==> config.mk <==
export PLATFORM = sky130hd
export DESIGN_NAME = parallel_port_interface_8255
export DESIGN_NICKNAME = d
export VERILOG_FILES = /design/src/ppi_pkg.sv /design/src/parallel_port_interface_8255.sv /design/src/ppi_cfg.sv /design/src/ppi_core.sv
export SDC_FILE = /design/constraint.sdc
export NUM_CORES = 1
export LEC_CHECK = 0
export BUFFER_PORTS_ARGS = -buffer_cell sky130_fd_sc_hd__buf_4
export CAP_MARGIN = 30
export CORE_UTILIZATION = 40
export DETAILED_ROUTE_END_ITERATION = 6
export GPL_TIMING_DRIVEN = 0
export SLEW_MARGIN = 40
export SYNTH_ARGS = -nofsm -noshare
export SYNTH_HDL_FRONTEND = slang
export SYNTH_SLANG_ARGS = --single-unit
==> constraint.sdc <==
create_clock -name clk -period 2.3 [get_ports clk]
set_input_delay 0.23 -clock clk [delete_from_list [all_inputs] [get_ports clk]]
set_output_delay 0.23 -clock clk [all_outputs]
set_load 0.02 [all_outputs]
==> src/ppi_pkg.sv <==
// Shared types and constants for the parallel port interface.
// No dependencies; imported by every module of the block.
`default_nettype none

package ppi_pkg;

	// Port select, taken from A9..A8
	localparam logic [1:0] PORT_A   = 2'd0;
	localparam logic [1:0] PORT_B   = 2'd1;
	localparam logic [1:0] PORT_C   = 2'd2;
	localparam logic [1:0] PORT_CTL = 2'd3;

	// Configuration register indexes
	localparam int unsigned CFG_IDX_W = 8;
	localparam logic [CFG_IDX_W-1:0] CFG_STRAP_BITS = 8'd0;
	localparam logic [CFG_IDX_W-1:0] CFG_PRN_READY  = 8'd1;

	// Reset values
	localparam logic [7:0] DIR_RESET   = 8'h9B;
	localparam logic [7:0] STRAP_RESET = 8'h1E;

	// Address decode
	localparam int unsigned ADDR_SEL_BIT = 11;

	// Direction word bits, 1 = input
	localparam int unsigned DIR_A_IN   = 4;
	localparam int unsigned DIR_B_IN   = 1;
	localparam int unsigned DIR_CU_IN  = 3;
	localparam int unsigned DIR_CL_IN  = 0;
	localparam int unsigned CTL_MODE   = 7;

	// Packed stream widths
	localparam int unsigned IN_TDATA_W  = 40;
	localparam int unsigned OUT_TDATA_W = 32;

	typedef struct packed {
		logic        bus_ack;
		logic        io_request;
		logic        read_strobe;
		logic        write_strobe;
		logic [15:0] address;
		logic [7:0]  write_data;
		logic        vsync;
		logic        tape_read_data;
		logic [7:0]  sound_bus_in;
	} ppi_item_t;

	typedef struct packed {
		logic [7:0] read_data;
		logic       read_valid;
		logic       sound_lines_driven;
		logic       bdir;
		logic       bc1;
		logic [3:0] keyboard_row;
		logic [7:0] sound_bus_out;
		logic       sound_bus_out_valid;
		logic       motor_out;
		logic       tape_write;
	} ppi_result_t;

	typedef struct packed {
		logic [7:0] latch_a;
		logic [7:0] latch_b;
		logic [7:0] latch_c;
		logic [7:0] direction_word;
		logic       motor_flag;
	} ppi_state_t;

	typedef struct packed {
		logic [7:0] strap_bits;
		logic       prn_ready;
	} ppi_cfg_t;

endpackage

`default_nettype wire

==> src/parallel_port_interface_8255.sv <==
// Parallel port interface, 8255 style, every mode behaving as mode 0.
// Depends on ppi_pkg, ppi_cfg and ppi_core.
//
// One request on the slave stream is one processor bus cycle. The block
// answers each request with exactly one result on the master stream: the
// sound-chip lines (BDIR, BC1, keyboard row, port A data) and the cassette
// motor and write-data wires as they stood before the access, plus the read
// byte on a selected read of A, B or C. I/O requests with A11 low select a
// port with A9..A8: A, B, C latches, or the control port (mode word or port C
// bit set/reset). A request is registered on entry, decoded in one pass of
// short logic and stored in the result register, so a new request is taken
// every cycle while the result register is free or drains. A held result
// back-pressures only through the input register, which still takes one more
// request while the result waits. Configuration writes (strap bits, printer
// ready) are always ready and take effect on the next edge; write them only
// while no request is in flight.
`default_nettype none

module parallel_port_interface_8255
	import ppi_pkg::*;
(
	input  wire logic                   clk,
	input  wire logic                   arst_n,
	// Slave stream. tdata from bit 0: bus_ack, io_request, read_strobe,
	// write_strobe, address[15:0], write_data[7:0], vsync, tape_read_data,
	// sound_bus_in[7:0], two zero pad bits
	input  wire logic                   s_axis_tvalid,
	output logic                        s_axis_tready,
	input  wire logic [IN_TDATA_W-1:0]  s_axis_tdata,
	// Master stream. tdata from bit 0: read_data[7:0], read_valid,
	// sound_lines_driven, bdir, bc1, keyboard_row[3:0], sound_bus_out[7:0],
	// sound_bus_out_valid, motor_out, tape_write, five zero pad bits
	output logic                        m_axis_tvalid,
	input  wire logic                   m_axis_tready,
	output logic [OUT_TDATA_W-1:0]      m_axis_tdata,
	// Configuration write channel
	input  wire logic                   cfg_valid,
	output logic                        cfg_ready,
	input  wire logic [CFG_IDX_W-1:0]   cfg_addr,
	input  wire logic [7:0]             cfg_data
);

	ppi_cfg_t    cfg;
	ppi_item_t   item_in;
	ppi_item_t   item_s1;
	logic        valid_s1;
	ppi_state_t  state_q;
	ppi_state_t  state_nxt;
	ppi_result_t res;
	ppi_result_t res_q;
	logic        out_valid_q;
	logic        advance;

	// Register file is always able to take a write
	assign cfg_ready = 1'b1;

	ppi_cfg u_cfg (
		.clk     (clk),
		.arst_n  (arst_n),
		.wr_en   (cfg_valid),
		.wr_addr (cfg_addr),
		.wr_data (cfg_data),
		.cfg     (cfg)
	);

	// Unpack the request, lowest field first
	always_comb begin
		item_in.bus_ack        = s_axis_tdata[0];
		item_in.io_request     = s_axis_tdata[1];
		item_in.read_strobe    = s_axis_tdata[2];
		item_in.write_strobe   = s_axis_tdata[3];
		item_in.address        = s_axis_tdata[19:4];
		item_in.write_data     = s_axis_tdata[27:20];
		item_in.vsync          = s_axis_tdata[28];
		item_in.tape_read_data = s_axis_tdata[29];
		item_in.sound_bus_in   = s_axis_tdata[37:30];
	end

	// Advance the input stage whenever the result register is free or drains
	assign advance       = valid_s1 && (!out_valid_q || m_axis_tready);
	assign s_axis_tready = !valid_s1 || advance;

	always_ff @(posedge clk or negedge arst_n) begin
		if (!arst_n)
			valid_s1 <= 1'b0;
		else if (s_axis_tready)
			valid_s1 <= s_axis_tvalid;
	end

	// Hold the request payload until it advances
	always_ff @(posedge clk) begin
		if (s_axis_tvalid && s_axis_tready)
			item_s1 <= item_in;
	end

	ppi_core u_core (
		.item   (item_s1),
		.st     (state_q),
		.cfg    (cfg),
		.res    (res),
		.st_nxt (state_nxt)
	);

	// Port latches and direction word change only when a request completes
	always_ff @(posedge clk or negedge arst_n) begin
		if (!arst_n) begin
			state_q.latch_a        <= 8'h00;
			state_q.latch_b        <= 8'h00;
			state_q.latch_c        <= 8'h00;
			state_q.direction_word <= DIR_RESET;
			state_q.motor_flag     <= 1'b0;
		end else if (advance) begin
			state_q <= state_nxt;
		end
	end

	// Result register: load on advance, drop valid once taken
	always_ff @(posedge clk or negedge arst_n) begin
		if (!arst_n)
			out_valid_q <= 1'b0;
		else if (advance)
			out_valid_q <= 1'b1;
		else if (m_axis_tready)
			out_valid_q <= 1'b0;
	end

	always_ff @(posedge clk) begin
		if (advance)
			res_q <= res;
	end

	assign m_axis_tvalid = out_valid_q;
	assign m_axis_tdata  = {5'b0, res_q.tape_write, res_q.motor_out,
		res_q.sound_bus_out_valid, res_q.sound_bus_out, res_q.keyboard_row,
		res_q.bc1, res_q.bdir, res_q.sound_lines_driven, res_q.read_valid,
		res_q.read_data};

endmodule

`default_nettype wire

==> src/ppi_cfg.sv <==
// Configuration register file: jumper straps and printer ready.
// Depends on ppi_pkg.
`default_nettype none

module ppi_cfg
	import ppi_pkg::*;
(
	input  wire logic                 clk,
	input  wire logic                 arst_n,
	input  wire logic                 wr_en,
	input  wire logic [CFG_IDX_W-1:0] wr_addr,
	input  wire logic [7:0]           wr_data,
	output ppi_cfg_t                  cfg
);

	ppi_cfg_t cfg_q;

	always_ff @(posedge clk or negedge arst_n) begin
		if (!arst_n) begin
			cfg_q.strap_bits <= STRAP_RESET;
			cfg_q.prn_ready  <= 1'b0;
		end else if (wr_en) begin
			case (wr_addr)
				CFG_STRAP_BITS: cfg_q.strap_bits <= wr_data;
				CFG_PRN_READY:  cfg_q.prn_ready  <= wr_data[0];
				default:        ; // drop writes to unmapped indexes
			endcase
		end
	end

	assign cfg = cfg_q;

endmodule

`default_nettype wire

==> src/ppi_core.sv <==
// Bus access logic: line outputs, port read mux and latch update.
// Depends on ppi_pkg; purely combinational.
`default_nettype none

module ppi_core
	import ppi_pkg::*;
(
	input  wire ppi_item_t  item,
	input  wire ppi_state_t st,
	input  wire ppi_cfg_t   cfg,
	output ppi_result_t     res,
	output ppi_state_t      st_nxt
);

	logic       driven;
	logic       a_in, b_in, cu_in, cl_in;
	logic       sel;
	logic [1:0] port;
	logic [7:0] status_b;
	logic [7:0] read_c;
	logic [1:0] ctl;
	logic [7:0] bit_mask;
	logic [7:0] lc_bsr;

	assign driven = !item.bus_ack;
	assign a_in   = st.direction_word[DIR_A_IN];
	assign b_in   = st.direction_word[DIR_B_IN];
	assign cu_in  = st.direction_word[DIR_CU_IN];
	assign cl_in  = st.direction_word[DIR_CL_IN];
	assign sel    = item.io_request && !item.address[ADDR_SEL_BIT];
	assign port   = item.address[9:8];

	assign status_b = {item.tape_read_data, !cfg.prn_ready, 1'b1,
		cfg.strap_bits[4:1], item.vsync};

	// Upper half as input: control pair echoes, with 11 reading back as 10
	always_comb begin
		ctl    = (st.latch_c[7:6] == 2'b11) ? 2'b10 : st.latch_c[7:6];
		read_c = st.latch_c;
		if (cu_in)
			read_c[7:4] = {ctl, 1'b1, st.motor_flag};
		if (cl_in)
			read_c[3:0] = 4'hF;
	end

	assign bit_mask = 8'd1 << item.write_data[3:1];
	assign lc_bsr   = item.write_data[0] ? (st.latch_c | bit_mask)
		: (st.latch_c & ~bit_mask);

	// Lines published from the state before the access
	always_comb begin
		res.sound_lines_driven  = driven;
		res.bdir                = driven & st.latch_c[7];
		res.bc1                 = driven & st.latch_c[6];
		res.keyboard_row        = driven ? st.latch_c[3:0] : 4'h0;
		res.sound_bus_out_valid = driven & !a_in;
		res.sound_bus_out       = (driven && !a_in) ? st.latch_a : 8'h00;
		res.motor_out           = st.motor_flag;
		res.tape_write          = !cu_in & st.latch_c[5];
		res.read_data           = 8'h00;
		res.read_valid          = 1'b0;
		if (sel && item.read_strobe) begin
			case (port)
				PORT_A: begin
					res.read_data  = a_in ? item.sound_bus_in : st.latch_a;
					res.read_valid = 1'b1;
				end
				PORT_B: begin
					res.read_data  = b_in ? status_b : st.latch_b;
					res.read_valid = 1'b1;
				end
				PORT_C: begin
					res.read_data  = read_c;
					res.read_valid = 1'b1;
				end
				default: ; // control port is write-only, read floats
			endcase
		end
	end

	// Latch update; a read in the same cycle wins over the write
	always_comb begin
		st_nxt = st;
		if (sel && !item.read_strobe && item.write_strobe) begin
			case (port)
				PORT_A: st_nxt.latch_a = item.write_data;
				PORT_B: st_nxt.latch_b = item.write_data;
				PORT_C: begin
					st_nxt.latch_c = item.write_data;
					if (!cu_in)
						st_nxt.motor_flag = item.write_data[4];
				end
				default: begin
					if (item.write_data[CTL_MODE]) begin
						st_nxt.direction_word = item.write_data;
						st_nxt.latch_a        = 8'h00;
						st_nxt.latch_b        = 8'h00;
						st_nxt.latch_c        = 8'h00;
					end else begin
						st_nxt.latch_c = lc_bsr;
						if (!cu_in)
							st_nxt.motor_flag = lc_bsr[4];
					end
				end
			endcase
		end
	end

endmodule

`default_nettype wire

# Word level (Yosys, flattened, before mapping)
# Cells that the tools add are included.
[op_classes]
n_eq_ne = 5
shifts = 1
mux = 18
bitwise_logic = 12
reduce_logical = 33
[op_table]
columns = ["operator", "n"]
rows = [
  ["case mux 8 bit (2 select lines)", 3],
  ["2-to-1 mux 8 bit", 4],
  ["case mux 9 bit (3 select lines)", 1],
  ["2-to-1 mux 16 bit", 1],
  ["AND reduction 4 bit", 3],
  ["AND 8 bit", 1],
  ["== test 8 x 1 -> 1 bit (second input constant)", 1],
  ["zero test 1 bit", 8],
  ["zero test 8 bit", 1],
  ["2-to-1 mux 4 bit", 2],
  ["inverter 8 bit", 1],
  ["bitwise OR 8 bit", 1],
  ["left shift 1 x 3 -> 8 bit (first input constant)", 1],
  ["logical AND 1 bit", 7],
  ["nonzero test 2 bit", 3],
  ["OR reduction 2 bit", 3],
  ["2-to-1 mux 1 bit", 5],
  ["inverter 1 bit", 5],
  ["AND reduction 5 bit", 1],
  ["AND 1 bit", 4],
  ["== test 2 bit (second input constant)", 2],
  ["AND reduction 2 bit", 2],
  ["AND reduction 3 bit", 1],
  ["OR reduction 3 bit", 1],
  ["other kinds (6)", 7],
]
[word_totals]
register_bits = 99
in_bits = 61
out_inout_bits = 35

# Logic depth before layout (Yosys ltp)
# Gate-level depths: netlist (run 1).
[depth]
ltp_word = 7
ltp_mapped = 8

# By module
# From an unflattened synthesis (run 1), not the netlist that was laid out.
[unflattened]
hier_cells = 383
hier_area_um2 = 5215.0
[by_module_without_submodules]
columns = ["module", "instances", "cells_each", "area_per_inst_um2", "seq_area_each_um2"]
rows = [
  ["parallel_port_interface_8255", 1, 151, 3455.8, 2834.0],
  ["ppi_core", 1, 209, 1381.3, 0.0],
  ["ppi_cfg", 1, 23, 377.9, 230.2],
]

# Worst setup path before layout (run 1)
# OpenSTA, ideal clock, no wires.
[synth_timing]
path_kind = "flip-flop to flip-flop"
from = "reg out_valid_q (netlist: m_axis_tvalid)"
to = "reg item_s1[0] (netlist bit) (enable)"
arrival_ns = 1.575
required_ns = 1.916
slack_ns = 0.341
stages_incl_launch_ff = 4
n_path_buf = 0
period_less_slack_ns = 1.959
cell_sequence = "dfrtp_1 nor2b_1 nand2_1 and2_1"
[synth_via]
elab_chain_len = 5
[synth_lines]
columns = ["item", "line_no", "text"]
rows = [
  ["from (decl)", "parallel_port_interface_8255.sv:51", "logic out_valid_q;"],
  ["from (signal assigned)", "parallel_port_interface_8255.sv:120", "out_valid_q <= 1'b0;"],
  ["from (signal assigned)", "parallel_port_interface_8255.sv:122", "out_valid_q <= 1'b1;"],
  ["from (signal assigned)", "parallel_port_interface_8255.sv:124", "out_valid_q <= 1'b0;"],
  ["zero test 1 bit", "parallel_port_interface_8255.sv:80", "assign advance = valid_s1 && (!out_valid_q || m_axis_tready);"],
  ["logical OR 1 bit", "parallel_port_interface_8255.sv:80", ""],
  ["logical AND 1 bit", "parallel_port_interface_8255.sv:80", ""],
  ["logical OR 1 bit", "parallel_port_interface_8255.sv:81", "assign s_axis_tready = !valid_s1 || advance;"],
  ["named net s_axis_tready", "parallel_port_interface_8255.sv:28", "output logic s_axis_tready,"],
  ["logical AND 1 bit", "parallel_port_interface_8255.sv:92", "if (s_axis_tvalid && s_axis_tready)"],
  ["to (signal assigned)", "parallel_port_interface_8255.sv:93", "item_s1 <= item_in;"],
  ["to (decl)", "parallel_port_interface_8255.sv:45", "ppi_item_t item_s1;"],
]
# The timed path passes the listed nets, and every way through them passes these cells.
# A chain may end at the register's enable or synchronous reset.

# Final worst setup path (run 1)
[layout_timing]
from = "reg item_s1[26] (netlist bit)"
to = "reg state_q[15] (netlist bit)"
[layout_via]
elab_chain_len = 4
elab_cells_between_ends = 7
cone_classes = "2 x eq/ne; 1 x mux; 1 x bitwise; 3 x reduce/logical"
[layout_lines]
columns = ["item", "line_no", "text"]
rows = [
  ["== test 2 x 1 -> 1 bit / zero test 2 bit (equally long branches)", "ppi_core.sv:85", "case (port)"],
  ["OR reduction 2 bit (no source line)", "--", ""],
  ["inverter 1 bit (no source line)", "--", ""],
  ["AND reduction 3 bit (no source line)", "--", ""],
  ["to (signal assigned)", "parallel_port_interface_8255.sv:113", "state_q <= state_nxt;"],
  ["to (decl)", "parallel_port_interface_8255.sv:47", "ppi_state_t state_q;"],
]
# Parallel ways exist; a longest one is shown, timed or not.

==> results of run 1 <==
==> worst max-delay path, cell delays in order (launching register included) <==
cell and delay, ns:
edfxtp_1 0.41, inv_1 0.08, ha_1 0.21, buf_6 0.14
nand4bb_4 0.23, nor4_4 0.28, buf_4 0.21, buf_6 0.15
o211ai_1 0.09, o21a_1 0.12
==> where the power goes <==
part	switching, W	internal [W]	leakage [nW]	total, W
clock	0.000529	0.000725	0.112	0.00125
sequential	0.0000909	0.00188	0.922	0.00197
combinational	0.000350	0.000261	1.01	0.000611
==> worst min-delay path by stage <==
stage | start | to | slack (ns) | cells after the start
after CTS | s_axis_tdata[15] | item_s1[29] | 0.04 | 1
after global routing | s_axis_tdata[20] | item_s1[10] | 0.04 | 1
after floorplan | arst_n | m_axis_tvalid | -0.07 | 0
after global placement | arst_n | u_cfg.cfg[0] | 0.23 | 1
after detailed placement | arst_n | state_q[20] | 0.23 | 1
final | s_axis_tdata[33] | item_s1[3] | 0.05 | 1
==> synth_stat cells (2+ instances only) <==
master and instances:
edfxtp_1 52, nand2_1 36, o21ai_0 30, dfrtp_1 28, inv_1 23, mux2i_1 14
clkbuf_1 13, mux2_2 10, nor2b_1 10, a21oi_1 9, nor3_1 9, buf_4 8
dfstp_2 8, nand3_1 8, nor2_1 8, ha_1 5, o211ai_1 5, o21a_1 5
a22oi_1 4, nand2b_1 4, buf_2 3, nand3b_1 3, nor3b_1 3, a222oi_1 2
and2_1 2, buf_6 2, conb_1 2, nor4_4 2, o21bai_1 2
==> per-stage QoR <==
stage | std cells | setup slack [ns] | cell area [µm²] | power [W] | hold WS [ns]
2_1_floorplan | 332 | 0.341 | 3970 | 0.00236 | -0.0656
3_3_place_gp | 532 | 0.245 | 4670 | 0.00260 | 0.232
3_5_place_dp | 532 | 0.215 | 4670 | 0.00261 | 0.231
4_1_cts | 549 | 0.211 | 4910 | 0.00386 | 0.0383
5_1_grt | 550 | 0.136 | 4920 | 0.00400 | 0.0361
6_report | 550 | 0.257 | 4920 | 0.00384 | 0.0502
==> routing by layer <==
metal | part of all wire, % | vias to the layer above | global-route usage (%)
li1 | - | 1321 | -
met1 | 48 | 1223 | 24.1
met2 | 45 | 106 | 27.6
met3 | 4.9 | 15 | 2.90
met4 | 2.0 | 0 | 7.36
met5 | 0 | - | 0
==> state kept, by name, summed over array words and instances (netlist names) <==
name / cells
state_q: 29
m_axis_tdata: 27
item_s1: 25
u_cfg.cfg: 5
m_axis_tvalid: 1
valid_s1: 1
==> cells by family after synthesis <==
kind of cell / after synthesis / share of synthesized area, %
and+or+nand+nor: 95 / 13.3
DFF: 88 / 62.5
AOI/OAI and AO/OA: 64 / 9.93
buffers and inverters: 49 / 5.88
muxes: 25 / 6.67
adders and majority gates: 5 / 1.58
other: 2 / 0.190
==> layout by cell type (no fill, tap or decap), types with 2 or more instances in the layout <==
master,instances
buf_4,80
edfxtp_1,52
nand2_1,36
o21ai_0,30
dfrtp_1,28
inv_1,23
clkbuf_1,17
mux2i_1,14
nor2b_1,10
mux2_2,10
nor3_1,9
a21oi_1,9
clkbuf_8,9
nor2_1,8
nand3_1,8
dfstp_2,8
conb_1,6
o211ai_1,5
o21a_1,5
ha_1,5
nand2b_1,4
a22oi_1,4
buf_2,3
nor3b_1,3
nand3b_1,3
bufinv_16,3
and2_2,2
buf_6,2
o21bai_1,2
nor4_4,2
a222oi_1,2
==> what timing repair did <==
item / 4_1_cts / 5_1_grt
hold buffers: 1 / 0
endpoints found under the hold margin: 28 / 0
buffers inserted: 0 / 1
setup endpoints to repair: 0 / 1
==> layout make-up <==
cell class,count,area [µm²],area share [%]
clock buffers,13,139,2.83
well taps,129,161,3.28
plain buffers,26,146,2.98
inverters,23,86.3,1.76
flip-flops and latches,88,2470,50.3
repair buffers,73,551,11.2
multi-input cells,195,1270,25.8
clock inverters,3,90.1,1.83
==> impl_metrics.tcl, run 1 <==
set metrics [dict create \
    cp.arrival_ns 2.28 \
    final-max-slew-violation-count 0 \
    ys_types 47 \
    grt_pass1_wl_mm 13.4 \
    syn_area_per_cell_um2 12.1 \
    via_per_inst 4.85 \
    ant_nets 0 \
    slew_headroom_pct 57.1 \
    portBuffers 71 \
    cts-root-buf "clkbuf_8" \
    cp-startpoint "item_s1[26]" \
    drt-pass1-iter-count 4 \
    crit_type "flip-flop to flip-flop" \
    fmax_ghz 0.489 \
    h-tree-depth 3 \
    finalSetupViolations 0 \
    via_count 2665 \
    utilization_pct 52.2 \
    insertion_delay_ns 0.35 \
    rrSetupSlack_ns 0.26 \
    io_pins 96 \
    p_per_area_nw_per_um2 780 \
    seq_area_frac_synth_pct 62.5 \
    wl_mm 8.33 \
    period_minus_slack_ns 2.04 \
    timing.rr.start "item_s1[26]" \
    crit_required_ns 2.54 \
    crit_path_start_kind "flip-flop" \
    status "finished, final reports clean" \
    synthTopCellsByArea "edfxtp_1, dfrtp_1, dfstp_2, o21ai_0, mux2i_1" \
    cts_sinks 88 \
    maxCapViolCount 0 \
    initial_core_util_pct 42.0 \
    r2r-end "state_q[15]" \
    vdd_ir_drop_max_mv 0.393 \
    crit_fanout 10 \
    synthCells 328 \
    synth_top_area_cell "edfxtp_1" \
    hold_path_class "primary input to flip-flop" \
    placeableCoreArea_um2 9420 \
    hpwl_mm 5.84 \
    syn_to_final_growth_pct 24.2 \
    syn_area_um2 3960 \
    synth-main-ff-cell "edfxtp_1" \
    drive_gt1_share_pct 29.0 \
    antenna_found_initial 0 \
    endpoint "state_q[15]" \
    cts_buffers 9 \
    cp-end-kind "flip-flop" \
    grt_overflow 0 \
    antenna_cells 0 \
    fp.dieW_um 101 \
    n_fill_cell 853 \
    grt_util_all_layers_pct 17.5 \
    die-height_um 101 \
    cts_resized 0 \
    hold_violations 0 \
    drt_iter0_markers 130 \
    synth_top_area_share_pct 39.5 \
    ys_async_sr_fraction_pct 40.9 \
    die-area_um2 10300 \
    clock_skew_ns 0.00935 \
    rsz0062_at_grt "false" \
    cts_buffer_depth 2 \
    synth_seq_cells 88 \
    wire_per_inst_um 15.1 \
    ff2ff_path_depth 9 \
    synth-edff-count 52 \
    grt_pass1_vias 2636 \
    fin_setup_tns_ns 0 \
    rows 35 \
    grt_max_degree 37 \
    tightest_slew_ns 0.644 \
    fin_crit_sh_pct 88.8 \
    path_clk_slew_ns 0.09 \
    gp_congestion 0.875 \
    layout.nets 482 \
    leakagePower_nw 2.04 \
    synth_warnings 0 \
    cts_tree "built" \
    drc 0 \
]
(Power assumes the default switching activity.)
==> inputs of run 2 (changes only) <==
Settings changed: CELL_PAD_IN_SITES_DETAIL_PLACEMENT set to 1, CELL_PAD_IN_SITES_GLOBAL_PLACEMENT set to 1, PLACE_DENSITY_LB_ADDON set to 0.1.
==> impl_metrics.tcl, run 2 (synthesis gave the netlist of run 1 again) <==
set metrics [dict create \
    portBuffers 71 \
    grt_util_all_layers_pct 19.8 \
    via_count 2757 \
    p_per_area_nw_per_um2 748 \
    status "finished, final reports clean" \
    cp-end-kind "flip-flop" \
    place_ws_ns 0.194 \
    rsz0062_at_grt "false" \
    whs_path_depth 1 \
    regMostFlops "state_q" \
    rows 35 \
    holdPathEnd "item_s1[13]" \
    drt-pass1-iter-count 4 \
    h-tree-depth 3 \
    crit_required_ns 2.56 \
    timing.rr.start "item_s1[26]" \
    antenna_cells 0 \
    n_fill_cell 1033 \
    fin_ws_ns 0.200 \
    tightest_slew_ns 0.702 \
    cts_buffer_depth 2 \
    crit_fanout 10 \
    path_clk_slew_ns 0.09 \
    finalSetupViolations 0 \
    placeableCoreArea_um2 9420 \
    drive_gt1_share_pct 29.3 \
    layout.nets 481 \
    hold_violations 0 \
    whs_ns 0.0377 \
    min_from "s_axis_tdata[23]" \
    io_pins 96 \
    cts_buffers 9 \
    ff2ff_path_depth 8 \
    syn_to_final_growth_pct 23.0 \
    crit_type "flip-flop to flip-flop" \
    wire_per_inst_um 17.0 \
    grt_pass1_wl_mm 14.7 \
    final_cell_mix "buf_4, edfxtp_1, nand2_1, o21ai_0, dfrtp_1" \
    final_cells 549 \
    wl_mm 9.32 \
    die-height_um 101 \
    via_per_inst 5.02 \
    cts_tree "built" \
    largest_register_ffs 29 \
    final-max-slew-violation-count 0 \
    dp.cells 532 \
    timing.critical_path.mode_cell "buf_6" \
    final_common_cell "buf_4" \
    gp_congestion 0.776 \
    fin_setup_tns_ns 0 \
    fmax_ghz 0.476 \
    drt_iter0_markers 61 \
    grt_pass1_vias 2857 \
    vdd_ir_drop_max_mv 0.316 \
    slew_headroom_pct 53.2 \
    cts_sinks 88 \
    maxCapViolCount 0 \
    r2r-end "state_q[14]" \
    crit_path_start_kind "flip-flop" \
    fp.dieW_um 101 \
    grt_max_degree 37 \
    grt_overflow 0 \
    insertion_delay_ns 0.36 \
    initial_core_util_pct 42.0 \
    postCtsSetupBuffers 0 \
    cpLargestDelayFamily "simple AND/OR/NAND/NOR gates" \
    fin_crit_sh_pct 91.3 \
    crit_path_cell_trace "inv_1 > ha_1 > buf_6 > nand4bb_4 > nor4_4 > buf_6 > o211ai_1 > o21a_1" \
    clock_skew_ns 0.0118 \
    hpwl_mm 6.76 \
    rrSetupSlack_ns 0.20 \
    ant_nets 0 \
    leakagePower_nw 2.01 \
    cp.arrival_ns 2.36 \
    hold_path_class "primary input to flip-flop" \
    period_minus_slack_ns 2.10 \
    cpMaxStageDelayCell "nor4_4" \
    antenna_found_initial 0 \
    drc 0 \
    cts-root-buf "clkbuf_8" \
    max_stage_delay_ns 0.46 \
    die-area_um2 10300 \
    path_buf_inv 3 \
]
[run 2: through the flow]
stage	util, %	instance area, µm²	power (W)
floorplan	-	3970	0.00236
global placement	49.6	4670	0.00261
detailed placement	49.6	4670	0.00263
CTS	51.7	4870	0.00368
global route	51.7	4870	0.00380
finish	51.7	4870	0.00364
[run 2: power by group]
group	internal, W	leakage, nW	switching, W	total, W
Combinational	0.000260	1.00	0.000351	0.000611
Sequential	0.00188	0.922	0.0000998	0.00198
Clock	0.000501	0.0856	0.000548	0.00105
[run 2: worst max path at each step]
stage                       start     endpoint  slack, ns  cells past startpoint
floorplan           m_axis_tvalid   item_s1[0]       0.34                      3
CTS                   item_s1[26]  state_q[14]       0.18                      8
finish                item_s1[26]  state_q[14]       0.20                      8
global placement    m_axis_tvalid  item_s1[37]       0.21                      3
global route          item_s1[26]   state_q[9]       0.04                      7
detailed placement    item_s1[26]  state_q[14]       0.19                      8
[run 2: cell type report]
type	count	area, µm²	area share (%)
Clock inverter	5	57.6	1.18
Timing Repair Buffer	72	543	11.2
Tap cell	129	161	3.32
Sequential cell	88	2470	50.8
Clock buffer	11	131	2.70
Multi-Input combinational cell	195	1270	26.1
Buffer	26	146	3.01
Inverter	23	86.3	1.77
[run 2: timing repair]
item	in CTS	in global routing
gates resized for setup	0	0
hold buffers	1	0
endpoints found under the hold margin	28	0
[run 2: routing by layer]
| metal | vias up | track usage, % | part of all wire [%] |
|---|---|---|---|
| li1 | 1313 | - | - |
| met1 | 1357 | 23.7 | 44 |
| met2 | 73 | 35.3 | 51 |
| met3 | 14 | 3.52 | 3.5 |
| met4 | 0 | 7.80 | 1.7 |
| met5 | - | 0 | 0 |
[run 2: worst reg2reg max path, stage by stage (launching register included)]
cell and delay (ns):
edfxtp_1 0.42, inv_1 0.09, ha_1 0.21, buf_6 0.14, nand4bb_4 0.23, nor4_4 0.47, buf_6 0.23, o211ai_1 0.10
o21a_1 0.12
==> inputs of run 3 (changes only) <==
Settings changed: REMOVE_ABC_BUFFERS set to 1.
Clock period 2.3 ns to 2.2 ns, I/O delays scaled along.
==> impl_metrics.tcl, run 3 (synthesis gave the netlist of run 1 again) <==
set metrics [dict create \
    wire_per_inst_um 18.0 \
    gp_congestion 0.744 \
    p_sw_share_pct 27.5 \
    final-max-slew-violation-count 0 \
    drt_iter0_markers 154 \
    largest_register_ffs 29 \
    die-area_um2 10300 \
    finalSetupViolations 0 \
    cts_sinks 88 \
    crit_fanout 19 \
    fin_crit_sh_pct 94.1 \
    regMostFlops "state_q" \
    placed_area_um2 4520 \
    rsz0062_at_grt "true" \
    power.share.sequential_pct 55.7 \
    power_w 0.00378 \
    h-tree-depth 3 \
    rows 35 \
    crit_path_start_kind "flip-flop" \
    use_met1_pct 25.9 \
    crit_type "flip-flop to flip-flop" \
    period_minus_slack_ns 2.07 \
    syn_to_final_growth_pct 20.6 \
    via_per_inst 5.17 \
    die-height_um 101 \
    drc 0 \
    cts_buffer_depth 2 \
    grt_pass1_vias 2942 \
    maxCapViolCount 0 \
    fin_area_um2 4770 \
    portBuffers 71 \
    clock_skew_ns 0.0129 \
    cts_buffers 9 \
    fin_ws_ns 0.131 \
    whs_path_depth 1 \
    via_count 2731 \
    hpwl_mm 6.50 \
    wl_mm 9.53 \
    io_pins 96 \
    p_per_area_nw_per_um2 792 \
    ant_nets 0 \
    final_common_cell "buf_4" \
    p_sw_w 0.00104 \
    final_cell_mix "buf_4, edfxtp_1, nand2_1, o21ai_0, dfrtp_1" \
    layout.nets 461 \
    cts-root-buf "clkbuf_8" \
    leakagePower_nw 1.96 \
    initial_core_util_pct 42.0 \
    grt_busiest_layer "met2" \
    intPower_w 0.00274 \
    hold_path_class "primary input to flip-flop" \
    power_frac_clock_pct 28.8 \
    drive_gt1_share_pct 29.6 \
    fp.dieW_um 101 \
    status "finished, final reports clean" \
    power.share.combinational_pct 15.5 \
    insertion_delay_ns 0.35 \
    grt_overflow 0 \
    antenna_cells 0 \
    placeableCoreArea_um2 9420 \
    grt_max_degree 37 \
    drt-pass1-iter-count 5 \
    ff2ff_path_depth 5 \
    crit_required_ns 2.40 \
    slew_headroom_pct 55.2 \
    cts_tree "built" \
    grt_pass1_wl_mm 15.3 \
    cp.arrival_ns 2.27 \
    antenna_found_initial 0 \
    vdd_ir_drop_max_mv 0.342 \
    use_met3_pct 2.55 \
    place_ws_ns -0.440 \
    fmax_ghz 0.483 \
    grt_util_all_layers_pct 20.3 \
    n_fill_cell 997 \
    path_clk_slew_ns 0.09 \
    tightest_slew_ns 0.673 \
    cp-end-kind "flip-flop" \
    hold_violations 0 \
    gr-usage-met2_pct 35.1 \
]
run 3: final cells by class:
| class | count | area, µm² | share of cell area, % |
|---|---|---|---|
| tap | 129 | 161 | 3.38 |
| inverter | 23 | 86.3 | 1.81 |
| clock inverter | 6 | 61.3 | 1.29 |
| clock buffer | 9 | 124 | 2.60 |
| timing repair buffer | 78 | 588 | 12.3 |
| sequential | 88 | 2470 | 51.8 |
| multi-input combinational | 195 | 1280 | 26.8 |
run 3: path summary, 6_finish.rpt:
kind                             startpoint                to  slack [ns]
setup / recovery                item_s1[26]       state_q[29]        0.13
hold / removal             s_axis_tdata[35]        item_s1[5]        0.03
setup reg to reg                item_s1[26]       state_q[29]        0.13
hold reg to reg                  state_q[0]  m_axis_tdata[25]        0.51
max in group asynchronous            arst_n        state_q[4]        1.45
min in group asynchronous            arst_n       state_q[26]        0.37
run 3: what timing repair did:
| item | CTS | global route |
|---|---|---|
| gates resized for setup | 2 | 1 |
| setup endpoints to repair | 25 | 9 |
| pin swaps | 2 | 0 |
| setup buffers | 6 | 0 |
| hold buffers | 1 | 0 |
| hold endpoints to repair | 28 | 0 |
run 3: through the flow:
| step | hold slack (ns) | setup TNS (ns) | cells | utilization (%) |
|---|---|---|---|---|
| 4_1_cts | 0.0292 | 0 | 528 | 50.6 |
| 2_1_floorplan | -0.0756 | 0 | 306 | - |
| 5_1_grt | 0.0212 | -0.0301 | 528 | 50.7 |
| 6_report | 0.0338 | 0 | 528 | 50.7 |
| 3_3_place_gp | 0.218 | -3.37 | 506 | 48.0 |
| 3_5_place_dp | 0.215 | -5.16 | 506 | 48.0 |
run 3: power by group through the flow:
stage          clock (W)  combinational [W]  sequential [W]
2_1_floorplan          0           0.000292         0.00216
3_3_place_gp           0           0.000563         0.00213
3_5_place_dp           0           0.000588         0.00214
4_1_cts          0.00111           0.000595         0.00210
5_1_grt          0.00118           0.000649         0.00213
6_report         0.00109           0.000588         0.00210
run 3: layer usage:
metal,vias to the layer above,part of all wire [%]
met5,-,0
met4,0,1.9
met3,14,2.6
met2,66,50
met1,1381,45
li1,1270,-
run 3: worst max-delay path: stages (launching register included):
cell and delay (ns):
edfxtp_1 0.45, inv_1 0.11, ha_2 0.46, nor2_1 0.08, or3_1 0.60, mux2i_1 0.21
